### config.mk
export PLATFORM = sky130hd
export DESIGN_NAME = timer_wheel_scheduler_core
export DESIGN_NICKNAME = d
export VERILOG_FILES = /design/src/tws_pkg.sv /design/src/timer_wheel_scheduler_core.sv /design/src/tws_slot_div.sv /design/src/tws_datapath.sv /design/src/tws_ctrl.sv
export SDC_FILE = /design/constraint.sdc
export NUM_CORES = 2
export LEC_CHECK = 0
export ABC_AREA = 0
export BUFFER_PORTS_ARGS = -buffer_cell sky130_fd_sc_hd__buf_4
export CELL_PAD_IN_SITES_DETAIL_PLACEMENT = 1
export CELL_PAD_IN_SITES_GLOBAL_PLACEMENT = 2
export CORE_ASPECT_RATIO = 0.9
export CORE_MARGIN = 4
export CORE_UTILIZATION = 38
export DETAILED_ROUTE_END_ITERATION = 7
export HOLD_SLACK_MARGIN = 0.06
export PLACE_DENSITY = 0.75
export SETUP_SLACK_MARGIN = 0.05
export SLEW_MARGIN = 25
export SYNTH_ARGS = -nofsm -noshare
export SYNTH_HDL_FRONTEND = slang
export SYNTH_HIERARCHICAL = 1
export SYNTH_SLANG_ARGS = --single-unit
export TNS_END_PERCENT = 1
### constraint.sdc
create_clock -name clk -period 8.7 [get_ports clk]
set_clock_uncertainty 0.15 [all_clocks]
set_input_delay 2.61 -clock clk [delete_from_list [all_inputs] [get_ports clk]]
set_output_delay 2.61 -clock clk [all_outputs]
set_load 0.01 [all_outputs]
### src/tws_pkg.sv
// Shared types and constants for the timer wheel scheduler.
`default_nettype none
package tws_pkg;

  localparam int ID_W       = 32;
  localparam int NOW_W      = 48;
  localparam int TIMEOUT_W  = 32;
  localparam int PERIOD_W   = 31;
  localparam int TICK_W     = 16;
  localparam int WAIT_W     = 16;
  localparam int LIVE_W     = 5;
  localparam int ORDER_W    = 16;
  localparam int KIND_W     = 2;
  localparam int FIRE_DEPTH = 48;
  localparam int FIRE_PTR_W = 6;
  localparam int DIV_CNT_W  = 6;
  localparam int EL_W       = NOW_W + 2;
  localparam int IN_DATA_W  = 144;
  localparam int OUT_DATA_W = 56;

  localparam logic [TICK_W-1:0] TICK_RESET = 16'd100;

  localparam logic [KIND_W-1:0] KIND_ADD  = 2'd0;
  localparam logic [KIND_W-1:0] KIND_REM  = 2'd1;
  localparam logic [KIND_W-1:0] KIND_TICK = 2'd2;

  localparam logic [KIND_W-1:0] RES_FIRE = 2'd0;
  localparam logic [KIND_W-1:0] RES_ADD  = 2'd1;
  localparam logic [KIND_W-1:0] RES_REM  = 2'd2;
  localparam logic [KIND_W-1:0] RES_WAIT = 2'd3;

  localparam logic [1:0] DIV_ADD    = 2'd0;
  localparam logic [1:0] DIV_REFILE = 2'd1;
  localparam logic [1:0] DIV_WHEEL  = 2'd2;

  typedef struct packed {
    logic              take;
    logic              div_start;
    logic [1:0]        div_src;
    logic              add_write;
    logic              refile_write;
    logic              mask_load;
    logic              mask_rem;
    logic              scan_start;
    logic              scan_step;
    logic              scan_max;
    logic              rem_commit;
    logic              fire;
    logic              tick_init;
    logic              slot_load;
    logic              step;
    logic              res_set;
    logic [KIND_W-1:0] res_kind;
    logic              res_ok;
    logic              res_wait_t;
    logic              fifo_rd;
    logic              out_fire;
    logic              out_last;
  } tws_cmd_t;

  typedef struct packed {
    logic [KIND_W-1:0] kind;
    logic              add_ok;
    logic              mask_any;
    logic              found;
    logic              div_done;
    logic              has_period;
    logic              scan_last;
    logic              el_lt_t;
    logic              step_more;
    logic              step_wrap;
    logic              fifo_empty;
    logic              out_free;
  } tws_status_t;

endpackage
`default_nettype wire

### src/timer_wheel_scheduler_core.sv
// Top level of the single-level timing wheel scheduler.
// Holds up to CAPACITY timers filed in SLOTS wheel slots; tick_ms sets the slot width. Each
// input transfer is handled alone: an add waits on the bit-serial slot divider; a remove
// waits on the table scan, which reads one entry a cycle. A tick that is due visits up to
// SLOTS + 1 slots; per timer found in a slot it runs a table scan, and a divide when the
// timer repeats; the first slot and any slot after wheel time wraps also pay one divide.
// Results leave from the fire buffer once the work ends.
`default_nettype none
module timer_wheel_scheduler_core
  import tws_pkg::*;
#(
  parameter int SLOTS    = 60,
  parameter int CAPACITY = 16
) (
  input  wire logic                  clk,
  input  wire logic                  rst,
  input  wire logic                  cfg_we,
  input  wire logic [TICK_W-1:0]     cfg_wdata,   // tick_ms
  input  wire logic                  s_tvalid,
  output logic                       s_tready,
  input  wire logic [IN_DATA_W-1:0]  s_tdata,     // timer_id, now_ms, timeout_ms, interval_ms
  input  wire logic [KIND_W-1:0]     s_tuser,     // kind
  output logic                       m_tvalid,
  input  wire logic                  m_tready,
  output logic [OUT_DATA_W-1:0]      m_tdata,     // fired_id, ok, wait_ms, live_count
  output logic [KIND_W-1:0]          m_tuser,     // result_kind
  output logic                       m_tlast
);

  tws_cmd_t    cmd;
  tws_status_t status;

  tws_ctrl u_ctrl (
    .clk      (clk),
    .rst      (rst),
    .s_tvalid (s_tvalid),
    .s_tready (s_tready),
    .status   (status),
    .cmd      (cmd)
  );

  tws_datapath #(
    .SLOTS    (SLOTS),
    .CAPACITY (CAPACITY)
  ) u_dp (
    .clk       (clk),
    .rst       (rst),
    .cmd       (cmd),
    .status    (status),
    .s_tuser   (s_tuser),
    .s_tdata   (s_tdata),
    .cfg_we    (cfg_we),
    .cfg_wdata (cfg_wdata),
    .m_tvalid  (m_tvalid),
    .m_tready  (m_tready),
    .m_tdata   (m_tdata),
    .m_tuser   (m_tuser),
    .m_tlast   (m_tlast)
  );

endmodule
`default_nettype wire

### src/tws_slot_div.sv
// Bit-serial divider that yields (dividend / divisor) mod SLOTS.
`default_nettype none
module tws_slot_div
  import tws_pkg::*;
#(
  parameter int SLOTS = 60
) (
  input  wire logic                      clk,
  input  wire logic                      rst,
  input  wire logic                      start,
  input  wire logic [NOW_W-1:0]          dividend,
  input  wire logic [TICK_W-1:0]         divisor,
  output logic                           done,
  output logic [$clog2(SLOTS)-1:0]       slot
);

  localparam int SLOT_W = $clog2(SLOTS);

  logic                 busy;
  logic [DIV_CNT_W-1:0] cnt;
  logic [NOW_W-1:0]     dvd;
  logic [TICK_W-1:0]    rem;
  logic [TICK_W-1:0]    dsr;
  logic [SLOT_W-1:0]    qm;

  logic [TICK_W:0]   r2;
  logic              ge;
  logic [TICK_W:0]   r_sub;
  logic [SLOT_W:0]   q2;
  logic [SLOT_W:0]   q_sub;

  always_comb begin
    r2    = {rem, dvd[NOW_W-1]};
    ge    = r2 >= {1'b0, dsr};
    r_sub = r2 - {1'b0, dsr};
    q2    = {qm, ge};
    q_sub = q2 - (SLOT_W+1)'(SLOTS);
  end

  always_ff @(posedge clk) begin
    if (rst) begin
      busy <= 1'b0;
      done <= 1'b0;
      cnt  <= '0;
    end else begin
      done <= 1'b0;
      if (start) begin
        busy <= 1'b1;
        cnt  <= '0;
      end else if (busy) begin
        cnt <= cnt + 1'b1;
        if (cnt == DIV_CNT_W'(NOW_W - 1)) begin
          busy <= 1'b0;
          done <= 1'b1;
        end
      end
    end
  end

  always_ff @(posedge clk) begin
    if (start) begin
      dvd <= dividend;
      dsr <= divisor;
      rem <= '0;
      qm  <= '0;
    end else if (busy) begin
      dvd <= {dvd[NOW_W-2:0], 1'b0};
      rem <= ge ? r_sub[TICK_W-1:0] : r2[TICK_W-1:0];
      qm  <= (q2 >= (SLOT_W+1)'(SLOTS)) ? q_sub[SLOT_W-1:0] : q2[SLOT_W-1:0];
    end
  end

  assign slot = qm;

endmodule
`default_nettype wire

### src/tws_datapath.sv
// Timer table, wheel time, entry scan, fire buffer and output register.
`default_nettype none
module tws_datapath
  import tws_pkg::*;
#(
  parameter int SLOTS    = 60,
  parameter int CAPACITY = 16
) (
  input  wire logic                  clk,
  input  wire logic                  rst,
  input  wire tws_cmd_t              cmd,
  output tws_status_t                status,
  input  wire logic [KIND_W-1:0]     s_tuser,
  input  wire logic [IN_DATA_W-1:0]  s_tdata,
  input  wire logic                  cfg_we,
  input  wire logic [TICK_W-1:0]     cfg_wdata,
  output logic                       m_tvalid,
  input  wire logic                  m_tready,
  output logic [OUT_DATA_W-1:0]      m_tdata,
  output logic [KIND_W-1:0]          m_tuser,
  output logic                       m_tlast
);

  localparam int IDX_W  = (CAPACITY > 1) ? $clog2(CAPACITY) : 1;
  localparam int SLOT_W = $clog2(SLOTS);
  localparam int CNT_W  = $clog2(SLOTS + 2);

  logic [TICK_W-1:0]    tick_ms;
  logic [TICK_W-1:0]    t_eff;

  logic [KIND_W-1:0]    in_kind;
  logic [ID_W-1:0]      in_id;
  logic [NOW_W-1:0]     in_now;
  logic [TIMEOUT_W-1:0] in_timeout;
  logic [PERIOD_W-1:0]  in_interval;

  logic [CAPACITY-1:0]  entry_valid;
  logic [ID_W-1:0]      entry_id     [CAPACITY];
  logic [PERIOD_W-1:0]  entry_period [CAPACITY];
  logic [SLOT_W-1:0]    entry_slot   [CAPACITY];
  logic [ORDER_W-1:0]   entry_order  [CAPACITY];

  logic [NOW_W-1:0]     wheel_time;
  logic [ORDER_W-1:0]   order_counter;
  logic [ORDER_W-1:0]   order_snap;
  logic [EL_W-1:0]      elapsed;
  logic [CNT_W-1:0]     count;
  logic [SLOT_W-1:0]    cur_slot;

  logic [CAPACITY-1:0]  mask;
  logic [IDX_W:0]       scan_idx;
  logic [IDX_W-1:0]     best_idx;
  logic [ORDER_W-1:0]   best_age;
  logic                 found;

  logic [ID_W-1:0]       fire_mem [FIRE_DEPTH];
  logic [FIRE_PTR_W-1:0] wr_ptr;
  logic [FIRE_PTR_W-1:0] rd_ptr;
  logic [ID_W-1:0]       rd_data;

  logic [KIND_W-1:0]    res_kind;
  logic                 res_ok;
  logic [WAIT_W-1:0]    res_wait;

  logic                 div_start;
  logic [NOW_W-1:0]     div_dividend;
  logic                 div_done;
  logic [SLOT_W-1:0]    div_slot;

  logic [IDX_W-1:0]     free_idx;
  logic                 free_any;
  logic [CAPACITY-1:0]  slot_hit;
  logic [CAPACITY-1:0]  id_hit;
  logic [IDX_W-1:0]     sidx;
  logic [ORDER_W-1:0]   scan_age;
  logic                 better;
  logic [EL_W-1:0]      t_ext;
  logic [EL_W-1:0]      wait_diff;
  logic [WAIT_W-1:0]    wait_sat;
  logic [EL_W-1:0]      el_new;
  logic [CNT_W-1:0]     count_new;
  logic [NOW_W:0]       wsum;
  logic                 more;
  logic [LIVE_W-1:0]    live;
  logic                 out_free;

  assign t_eff     = (tick_ms == '0) ? TICK_W'(1) : tick_ms;
  assign t_ext     = {{(EL_W-TICK_W){1'b0}}, t_eff};
  assign wait_diff = t_ext - elapsed;
  assign wait_sat  = (|wait_diff[EL_W-1:WAIT_W]) ? {WAIT_W{1'b1}} : wait_diff[WAIT_W-1:0];
  assign el_new    = elapsed - t_ext;
  assign count_new = count + 1'b1;
  assign wsum      = {1'b0, wheel_time} + {{(NOW_W+1-TICK_W){1'b0}}, t_eff};
  assign more      = !($signed(el_new) < $signed(t_ext)) && (count_new <= CNT_W'(SLOTS));
  assign sidx      = scan_idx[IDX_W-1:0];
  assign scan_age  = order_snap - entry_order[sidx];
  assign better    = !found || (cmd.scan_max ? (scan_age > best_age) : (scan_age < best_age));
  assign out_free  = !m_tvalid || m_tready;

  always_comb begin
    free_idx = '0;
    free_any = 1'b0;
    for (int i = CAPACITY - 1; i >= 0; i--) begin
      if (!entry_valid[i]) begin
        free_idx = IDX_W'(i);
        free_any = 1'b1;
      end
    end
  end

  always_comb begin
    for (int i = 0; i < CAPACITY; i++) begin
      slot_hit[i] = entry_slot[i] == cur_slot;
      id_hit[i]   = entry_id[i] == in_id;
    end
  end

  always_comb begin
    live = '0;
    for (int i = 0; i < CAPACITY; i++) begin
      live = live + LIVE_W'(entry_valid[i]);
    end
  end

  always_comb begin
    case (cmd.div_src)
      DIV_ADD:    div_dividend = in_now + {{(NOW_W-TIMEOUT_W){1'b0}}, in_timeout};
      DIV_REFILE: div_dividend = in_now + {{(NOW_W-PERIOD_W){1'b0}}, entry_period[best_idx]};
      default:    div_dividend = wheel_time;
    endcase
  end

  assign div_start = cmd.div_start;

  tws_slot_div #(
    .SLOTS(SLOTS)
  ) u_div (
    .clk      (clk),
    .rst      (rst),
    .start    (div_start),
    .dividend (div_dividend),
    .divisor  (t_eff),
    .done     (div_done),
    .slot     (div_slot)
  );

  always_ff @(posedge clk) begin
    if (rst) begin
      tick_ms <= TICK_RESET;
    end else if (cfg_we) begin
      tick_ms <= cfg_wdata;
    end
  end

  always_ff @(posedge clk) begin
    if (cmd.take) begin
      in_kind     <= s_tuser;
      in_id       <= s_tdata[31:0];
      in_now      <= s_tdata[79:32];
      in_timeout  <= s_tdata[111:80];
      in_interval <= s_tdata[142:112];
    end
  end

  always_ff @(posedge clk) begin
    if (rst) begin
      entry_valid   <= '0;
      order_counter <= '0;
      wheel_time    <= '0;
    end else begin
      if (cmd.add_write) begin
        entry_valid[free_idx] <= 1'b1;
        order_counter         <= order_counter + 1'b1;
      end
      if (cmd.refile_write) begin
        order_counter <= order_counter + 1'b1;
      end
      if (cmd.rem_commit && found) begin
        entry_valid[best_idx] <= 1'b0;
      end
      if (cmd.fire && entry_period[best_idx] == '0) begin
        entry_valid[best_idx] <= 1'b0;
      end
      if (cmd.step) begin
        wheel_time <= (!more && !($signed(el_new) < $signed(t_ext))) ? in_now : wsum[NOW_W-1:0];
      end
    end
  end

  always_ff @(posedge clk) begin
    if (cmd.add_write) begin
      entry_id[free_idx]     <= in_id;
      entry_period[free_idx] <= in_interval;
      entry_slot[free_idx]   <= div_slot;
      entry_order[free_idx]  <= order_counter;
    end
    if (cmd.refile_write) begin
      entry_slot[best_idx]  <= div_slot;
      entry_order[best_idx] <= order_counter;
    end
  end

  always_ff @(posedge clk) begin
    if (cmd.tick_init) begin
      elapsed <= {2'b00, in_now} - {2'b00, wheel_time};
      count   <= '0;
    end else if (cmd.step) begin
      elapsed <= el_new;
      count   <= count_new;
    end
    if (cmd.slot_load) begin
      cur_slot <= div_slot;
    end else if (cmd.step) begin
      cur_slot <= (cur_slot == SLOT_W'(SLOTS - 1)) ? '0 : cur_slot + 1'b1;
    end
  end

  always_ff @(posedge clk) begin
    if (cmd.mask_load) begin
      mask       <= entry_valid & (cmd.mask_rem ? id_hit : slot_hit);
      order_snap <= order_counter;
    end else if (cmd.fire) begin
      mask[best_idx] <= 1'b0;
    end
    if (cmd.scan_start) begin
      scan_idx <= '0;
      found    <= 1'b0;
    end else if (cmd.scan_step) begin
      scan_idx <= scan_idx + 1'b1;
      if (mask[sidx] && better) begin
        best_idx <= sidx;
        best_age <= scan_age;
        found    <= 1'b1;
      end
    end
  end

  always_ff @(posedge clk) begin
    if (rst) begin
      wr_ptr <= '0;
      rd_ptr <= '0;
    end else if (cmd.take) begin
      wr_ptr <= '0;
      rd_ptr <= '0;
    end else begin
      if (cmd.fire && wr_ptr < FIRE_PTR_W'(FIRE_DEPTH)) begin
        wr_ptr <= wr_ptr + 1'b1;
      end
      if (cmd.fifo_rd) begin
        rd_ptr <= rd_ptr + 1'b1;
      end
    end
  end

  always_ff @(posedge clk) begin
    if (cmd.fire && wr_ptr < FIRE_PTR_W'(FIRE_DEPTH)) begin
      fire_mem[wr_ptr] <= entry_id[best_idx];
    end
    if (cmd.fifo_rd) begin
      rd_data <= fire_mem[rd_ptr];
    end
  end

  always_ff @(posedge clk) begin
    if (cmd.res_set) begin
      res_kind <= cmd.res_kind;
      res_ok   <= cmd.res_ok;
      res_wait <= (cmd.res_kind != RES_WAIT) ? '0 : (cmd.res_wait_t ? t_eff : wait_sat);
    end
  end

  always_ff @(posedge clk) begin
    if (rst) begin
      m_tvalid <= 1'b0;
    end else if (cmd.out_fire || cmd.out_last) begin
      m_tvalid <= 1'b1;
    end else if (m_tready) begin
      m_tvalid <= 1'b0;
    end
  end

  always_ff @(posedge clk) begin
    if (cmd.out_fire) begin
      m_tdata <= {2'b00, live, {WAIT_W{1'b0}}, 1'b0, rd_data};
      m_tuser <= RES_FIRE;
      m_tlast <= 1'b0;
    end else if (cmd.out_last) begin
      m_tdata <= {2'b00, live, res_wait, res_ok, {ID_W{1'b0}}};
      m_tuser <= res_kind;
      m_tlast <= 1'b1;
    end
  end

  always_comb begin
    status.kind       = in_kind;
    status.add_ok     = !in_timeout[TIMEOUT_W-1] && (in_timeout != '0) && free_any;
    status.mask_any   = |mask;
    status.found      = found;
    status.div_done   = div_done;
    status.has_period = entry_period[best_idx] != '0;
    status.scan_last  = scan_idx == (IDX_W+1)'(CAPACITY - 1);
    status.el_lt_t    = $signed(elapsed) < $signed(t_ext);
    status.step_more  = more;
    status.step_wrap  = wsum[NOW_W];
    status.fifo_empty = rd_ptr == wr_ptr;
    status.out_free   = out_free;
  end

  a_fifo_bound: assert property (@(posedge clk) disable iff (rst)
    wr_ptr <= FIRE_PTR_W'(FIRE_DEPTH))
    else $error("fire buffer write pointer past depth");

  a_fifo_order: assert property (@(posedge clk) disable iff (rst)
    rd_ptr <= wr_ptr)
    else $error("fire buffer read ahead of write");

  a_fire_sel: assert property (@(posedge clk) disable iff (rst)
    cmd.fire |-> (found && mask[best_idx] && entry_valid[best_idx]))
    else $error("fired entry not selected from visited slot");

endmodule
`default_nettype wire

### src/tws_ctrl.sv
// Control state machine sequencing add, remove and tick work.
`default_nettype none
module tws_ctrl
  import tws_pkg::*;
(
  input  wire logic        clk,
  input  wire logic        rst,
  input  wire logic        s_tvalid,
  output logic             s_tready,
  input  wire tws_status_t status,
  output tws_cmd_t         cmd
);

  localparam logic [3:0] ST_IDLE     = 4'd0;
  localparam logic [3:0] ST_DECODE   = 4'd1;
  localparam logic [3:0] ST_ADD_DIV  = 4'd2;
  localparam logic [3:0] ST_REM_DONE = 4'd3;
  localparam logic [3:0] ST_TICK_CHK = 4'd4;
  localparam logic [3:0] ST_WSTART   = 4'd5;
  localparam logic [3:0] ST_WDIV     = 4'd6;
  localparam logic [3:0] ST_VISIT    = 4'd7;
  localparam logic [3:0] ST_VSEL     = 4'd8;
  localparam logic [3:0] ST_SCAN     = 4'd9;
  localparam logic [3:0] ST_FIRE     = 4'd10;
  localparam logic [3:0] ST_RDIV     = 4'd11;
  localparam logic [3:0] ST_STEP     = 4'd12;
  localparam logic [3:0] ST_DRAIN    = 4'd13;
  localparam logic [3:0] ST_FLOAD    = 4'd14;
  localparam logic [3:0] ST_LAST     = 4'd15;

  logic [3:0] state;
  logic [3:0] state_next;
  logic       scan_rem;
  logic       scan_rem_next;

  assign s_tready = state == ST_IDLE;

  always_comb begin
    state_next    = state;
    scan_rem_next = scan_rem;
    cmd           = '0;
    cmd.scan_max  = !scan_rem;
    case (state)
      ST_IDLE: begin
        if (s_tvalid) begin
          cmd.take   = 1'b1;
          state_next = ST_DECODE;
        end
      end
      ST_DECODE: begin
        case (status.kind)
          KIND_ADD: begin
            if (status.add_ok) begin
              cmd.div_start = 1'b1;
              cmd.div_src   = DIV_ADD;
              state_next    = ST_ADD_DIV;
            end else begin
              cmd.res_set  = 1'b1;
              cmd.res_kind = RES_ADD;
              state_next   = ST_DRAIN;
            end
          end
          KIND_REM: begin
            cmd.mask_load  = 1'b1;
            cmd.mask_rem   = 1'b1;
            cmd.scan_start = 1'b1;
            scan_rem_next  = 1'b1;
            state_next     = ST_SCAN;
          end
          KIND_TICK: begin
            cmd.tick_init = 1'b1;
            state_next    = ST_TICK_CHK;
          end
          default: begin
            state_next = ST_IDLE;
          end
        endcase
      end
      ST_ADD_DIV: begin
        cmd.div_src = DIV_ADD;
        if (status.div_done) begin
          cmd.add_write = 1'b1;
          cmd.res_set   = 1'b1;
          cmd.res_kind  = RES_ADD;
          cmd.res_ok    = 1'b1;
          state_next    = ST_DRAIN;
        end
      end
      ST_REM_DONE: begin
        cmd.rem_commit = 1'b1;
        cmd.res_set    = 1'b1;
        cmd.res_kind   = RES_REM;
        cmd.res_ok     = status.found;
        state_next     = ST_DRAIN;
      end
      ST_TICK_CHK: begin
        if (status.el_lt_t) begin
          cmd.res_set  = 1'b1;
          cmd.res_kind = RES_WAIT;
          state_next   = ST_DRAIN;
        end else begin
          cmd.div_start = 1'b1;
          cmd.div_src   = DIV_WHEEL;
          state_next    = ST_WDIV;
        end
      end
      ST_WSTART: begin
        cmd.div_start = 1'b1;
        cmd.div_src   = DIV_WHEEL;
        state_next    = ST_WDIV;
      end
      ST_WDIV: begin
        cmd.div_src = DIV_WHEEL;
        if (status.div_done) begin
          cmd.slot_load = 1'b1;
          state_next    = ST_VISIT;
        end
      end
      ST_VISIT: begin
        cmd.mask_load = 1'b1;
        scan_rem_next = 1'b0;
        state_next    = ST_VSEL;
      end
      ST_VSEL: begin
        if (status.mask_any) begin
          cmd.scan_start = 1'b1;
          state_next     = ST_SCAN;
        end else begin
          state_next = ST_STEP;
        end
      end
      ST_SCAN: begin
        cmd.scan_step = 1'b1;
        if (status.scan_last) begin
          state_next = scan_rem ? ST_REM_DONE : ST_FIRE;
        end
      end
      ST_FIRE: begin
        cmd.fire    = 1'b1;
        cmd.div_src = DIV_REFILE;
        if (status.has_period) begin
          cmd.div_start = 1'b1;
          state_next    = ST_RDIV;
        end else begin
          state_next = ST_VSEL;
        end
      end
      ST_RDIV: begin
        cmd.div_src = DIV_REFILE;
        if (status.div_done) begin
          cmd.refile_write = 1'b1;
          state_next       = ST_VSEL;
        end
      end
      ST_STEP: begin
        cmd.step = 1'b1;
        if (status.step_more) begin
          state_next = status.step_wrap ? ST_WSTART : ST_VISIT;
        end else begin
          cmd.res_set    = 1'b1;
          cmd.res_kind   = RES_WAIT;
          cmd.res_wait_t = 1'b1;
          state_next     = ST_DRAIN;
        end
      end
      ST_DRAIN: begin
        if (status.fifo_empty) begin
          state_next = ST_LAST;
        end else begin
          cmd.fifo_rd = 1'b1;
          state_next  = ST_FLOAD;
        end
      end
      ST_FLOAD: begin
        if (status.out_free) begin
          cmd.out_fire = 1'b1;
          state_next   = ST_DRAIN;
        end
      end
      ST_LAST: begin
        if (status.out_free) begin
          cmd.out_last = 1'b1;
          state_next   = ST_IDLE;
        end
      end
      default: begin
        state_next = ST_IDLE;
      end
    endcase
  end

  always_ff @(posedge clk) begin
    if (rst) begin
      state    <= ST_IDLE;
      scan_rem <= 1'b0;
    end else begin
      state    <= state_next;
      scan_rem <= scan_rem_next;
    end
  end

endmodule
`default_nettype wire

==> metrics <==
yosys warns=6; Max-slew headroom=between 20% and 30%; ys async rst share=0%; die width=just under 700 microns; total core area=roughly 400,000 sq um; CP max-delay cell=a2111o_1; Setup TNS=0 ns; slew of the pin with the lowest slew margin=~1.2 ns; Setup Viol. Count Final=0; CTS tree=done; first-pass GRT wire length=between 600 and 700 mm; Critical Path Start Type=flop; critical path class=flop to flop; fmax=between 0.1 and 0.15 GHz; Reg2Reg Depth=29; total grt overflow=0; Period minus WS final=around 7.9 ns; worst path bufs/invs=4; total track usage=between 20% and 30%; outcome=finished, final reports clean; Max Fanout on Critical Path=12; Synth Cell Area=around 150,000 sq um; Main synth FF type=edfxtp_1; Clock Tree Root=clkbuf_16; vias per cell=between 5 and 6; total setup buffers inserted after CTS=0; Die H=between 600 and 700 microns; layout cell share with drive strength beyond 1=about 23%; HP Class=flop to flop; Final #Nets=roughly 9,400; num rows=between 200 and 250; vias in the first global route=approximately 87,000; maximum vdd drop=about 0.00015 V; Finished Layout Cells=between 10,000 and 15,000; placed cells=roughly 14,000; CTS sink cnt=between 3,000 and 4,000; Routed Antenna Nets=0; 1st-iter DRT viols=roughly 9,800; Max clock buf depth=4; r2r setup slk=around 0.75 ns; WL final=around 450 mm; ranking of synthesized cells by area=edfxtp_1 66%, mux4_2 13%, xnor2_1 2.5%, dfxtp_1 2.4%, xor2_1 2.3%; vias=approximately 85,000; CTS buffer count=360; IO Count=roughly 230; Hold Path Origin=u_dp/m_tlast; Clock Pin Slew Worst Setup and Hold Paths=0.06 ns; dpl hpwl=just under 300 mm; Mapped Cells=8,690; Max Transition Viols Final=0; pwr/cell area=237 nW/um^2; total of max-cap violations=0; Fin. Hold Viols=0; sequential element share of the synthesized area=between 60 and 70%; delay-heaviest family, CP=compound AO/OA/AOI/OAI gates; CP peak stage delay=0.58 ns; EDFF count, synth=roughly 3,300; Residual DRC=0; Yosys top cell by area=edfxtp_1; initial antenna violation count=42; Synth top area share=around two thirds; Placer Congestion=0.929; Required @ worst endpoint=approximately 9 ns; CP Data Arrival Time=roughly 8.5 ns; Port Buffer Count=between 200 and 250; htree depth=5; final cycle utilization of the critical path=about nine tenths; unrepaired setup endpoints after global routing=no; Die ar.=408,000 sq um; CTS Hold Buffers Added=0; #FFs+latches synth=3,485; wire length per cell=~31 microns; FF-to-FF Start=u_dp/tick_ms[5]; R2R Path End=u_dp/u_div/dvd[37]; Layout area overhead=13.7%; count leader, synth=edfxtp_1; Syn Area/Cell=roughly 17 sq um; WHS Endpoint=u_dp/m_tlast; Worst Setup End Kind=flop; clk_lat worst skew=0.93 ns; largest net degree at the start of global routing=127; Unique masters post-synth=around 100; Lkg Pwr=about 54 nW; Worst Hold Depth=2; starting density of the core=between 30% and 40%; Post-synth top cells=3,301 x edfxtp_1, 880 x mux4_2, 431 x xnor2_1; 1st-pass router iterations=6
==> per-stage QoR <==
stage	utilization (%)	hold slack [ns]	setup WS (ns)	instance area, sq um	total power [mW]
finish	43.4	0.337	0.751	172000	40.8
global route	43.4	0.369	0.0815	172000	42.4
CTS	43.4	0.337	0.449	172000	41.1
detailed placement	40.4	0.324	0.510	160000	25.6
global placement	40.4	0.309	0.470	160000	25.5
floorplan	-	0.285	1.24	151000	23.5
==> state kept, by name, summed over array words and instances, names as in the netlist, 31 cells and up, named ones only <==
name               count
u_dp/in_timeout       32
u_dp/in_interval      31
u_dp/m_tdata          54
u_dp/fire_mem       1536
u_dp/u_div/dvd        48
u_dp/entry_id        512
u_dp/entry_slot       96
u_dp/in_now           48
u_dp/elapsed          50
u_dp/rd_data          32
u_dp/in_id            32
u_dp/entry_period    496
u_dp/entry_order     256
u_dp/wheel_time       48
==> logic make-up (layout without fill, tap and decap cells) <==
group	after synthesis	after routing	synth area share, %
AOI/OAI and AO/OA	876	876	3.82
DFF	3485	3485	68.0
xor gates and xnor gates	829	829	4.80
and+or+nand+nor	1510	1510	5.17
adders and majority gates	224	224	1.94
muxes	1080	1080	14.5
buffers and inverters	685	1312	1.77
other	1	22	0.00248
==> repair_timing <==
item,4_1_cts,5_1_grt
endpoints found under the hold margin,0,0
gates resized for setup,0,4
setup endpoints to repair,0,16
==> worst max-delay path by stage <==
stage | start | to | slack [ns] | depth (start not counted)
floorplan | flop | flop | 1.24 | 26
global route | u_dp/tick_ms[5] | u_dp/u_div/dvd[37] | 0.08 | 29
finish | u_dp/tick_ms[5] | u_dp/u_div/dvd[37] | 0.75 | 29
global placement | u_dp/tick_ms[2] | u_dp/u_div/dvd[38] | 0.47 | 27
CTS | u_dp/tick_ms[2] | u_dp/u_div/dvd[38] | 0.45 | 27
detailed placement | u_dp/tick_ms[7] | u_dp/u_div/dvd[38] | 0.51 | 27
==> worst reg2reg max path: cells and delay by family (launching register included) <==
family                     cells  cell delay (ns)
AOI/OAI and AO/OA             13             3.15
and+or+nand+nor                6             1.46
adders and majority gates      3             0.94
muxes                          2             0.71
buffers and inverters          4             0.69
DFF                            1             0.43
xor gates and xnor gates       1             0.15
==> cell type report <==
cell class	instances	area, sq um
repair buffers	447	3530
flip-flops and latches	3485	103000
well taps	5304	6640
multi-input cells	4521	46500
fillers	37900	224000
inverters	208	781
clock inverters	213	2140
clock buffers	444	9450
diodes	20	50.0
==> metal layers <==
metal	wire length (microns)	track usage (%)	part of all wire, %	vias up
met5	65	0	0.014	-
met4	13300	6.10	3.0	12
met3	35900	3.56	8.0	660
met2	202000	32.5	45	3540
met1	198000	32.4	44	45300
li1	-	-	-	35300
==> cell usage in the layout (no fill, tap or decap), types with 76 or more instances in the layout <==
master,n
nand4_1,151
nor2_1,286
edfxtp_1,3301
clkbuf_1,76
inv_1,204
nand2_1,282
ha_1,207
clkbuf_16,364
nand3_1,145
o21ai_0,239
xor2_1,398
xnor2_1,430
a21oi_1,184
mux2_2,95
buf_4,431
mux4_2,852
nor3_1,89
mux2i_1,105
nor4_1,137
dfxtp_1,172
a21o_1,92
==> report_power, final <==
group	total, mW	switching (mW)	internal (mW)
Sequential	19.9	0.673	19.2
Clock	15.4	6.60	8.81
Combinational	5.51	3.56	1.95
(Power assumes the default switching activity.)
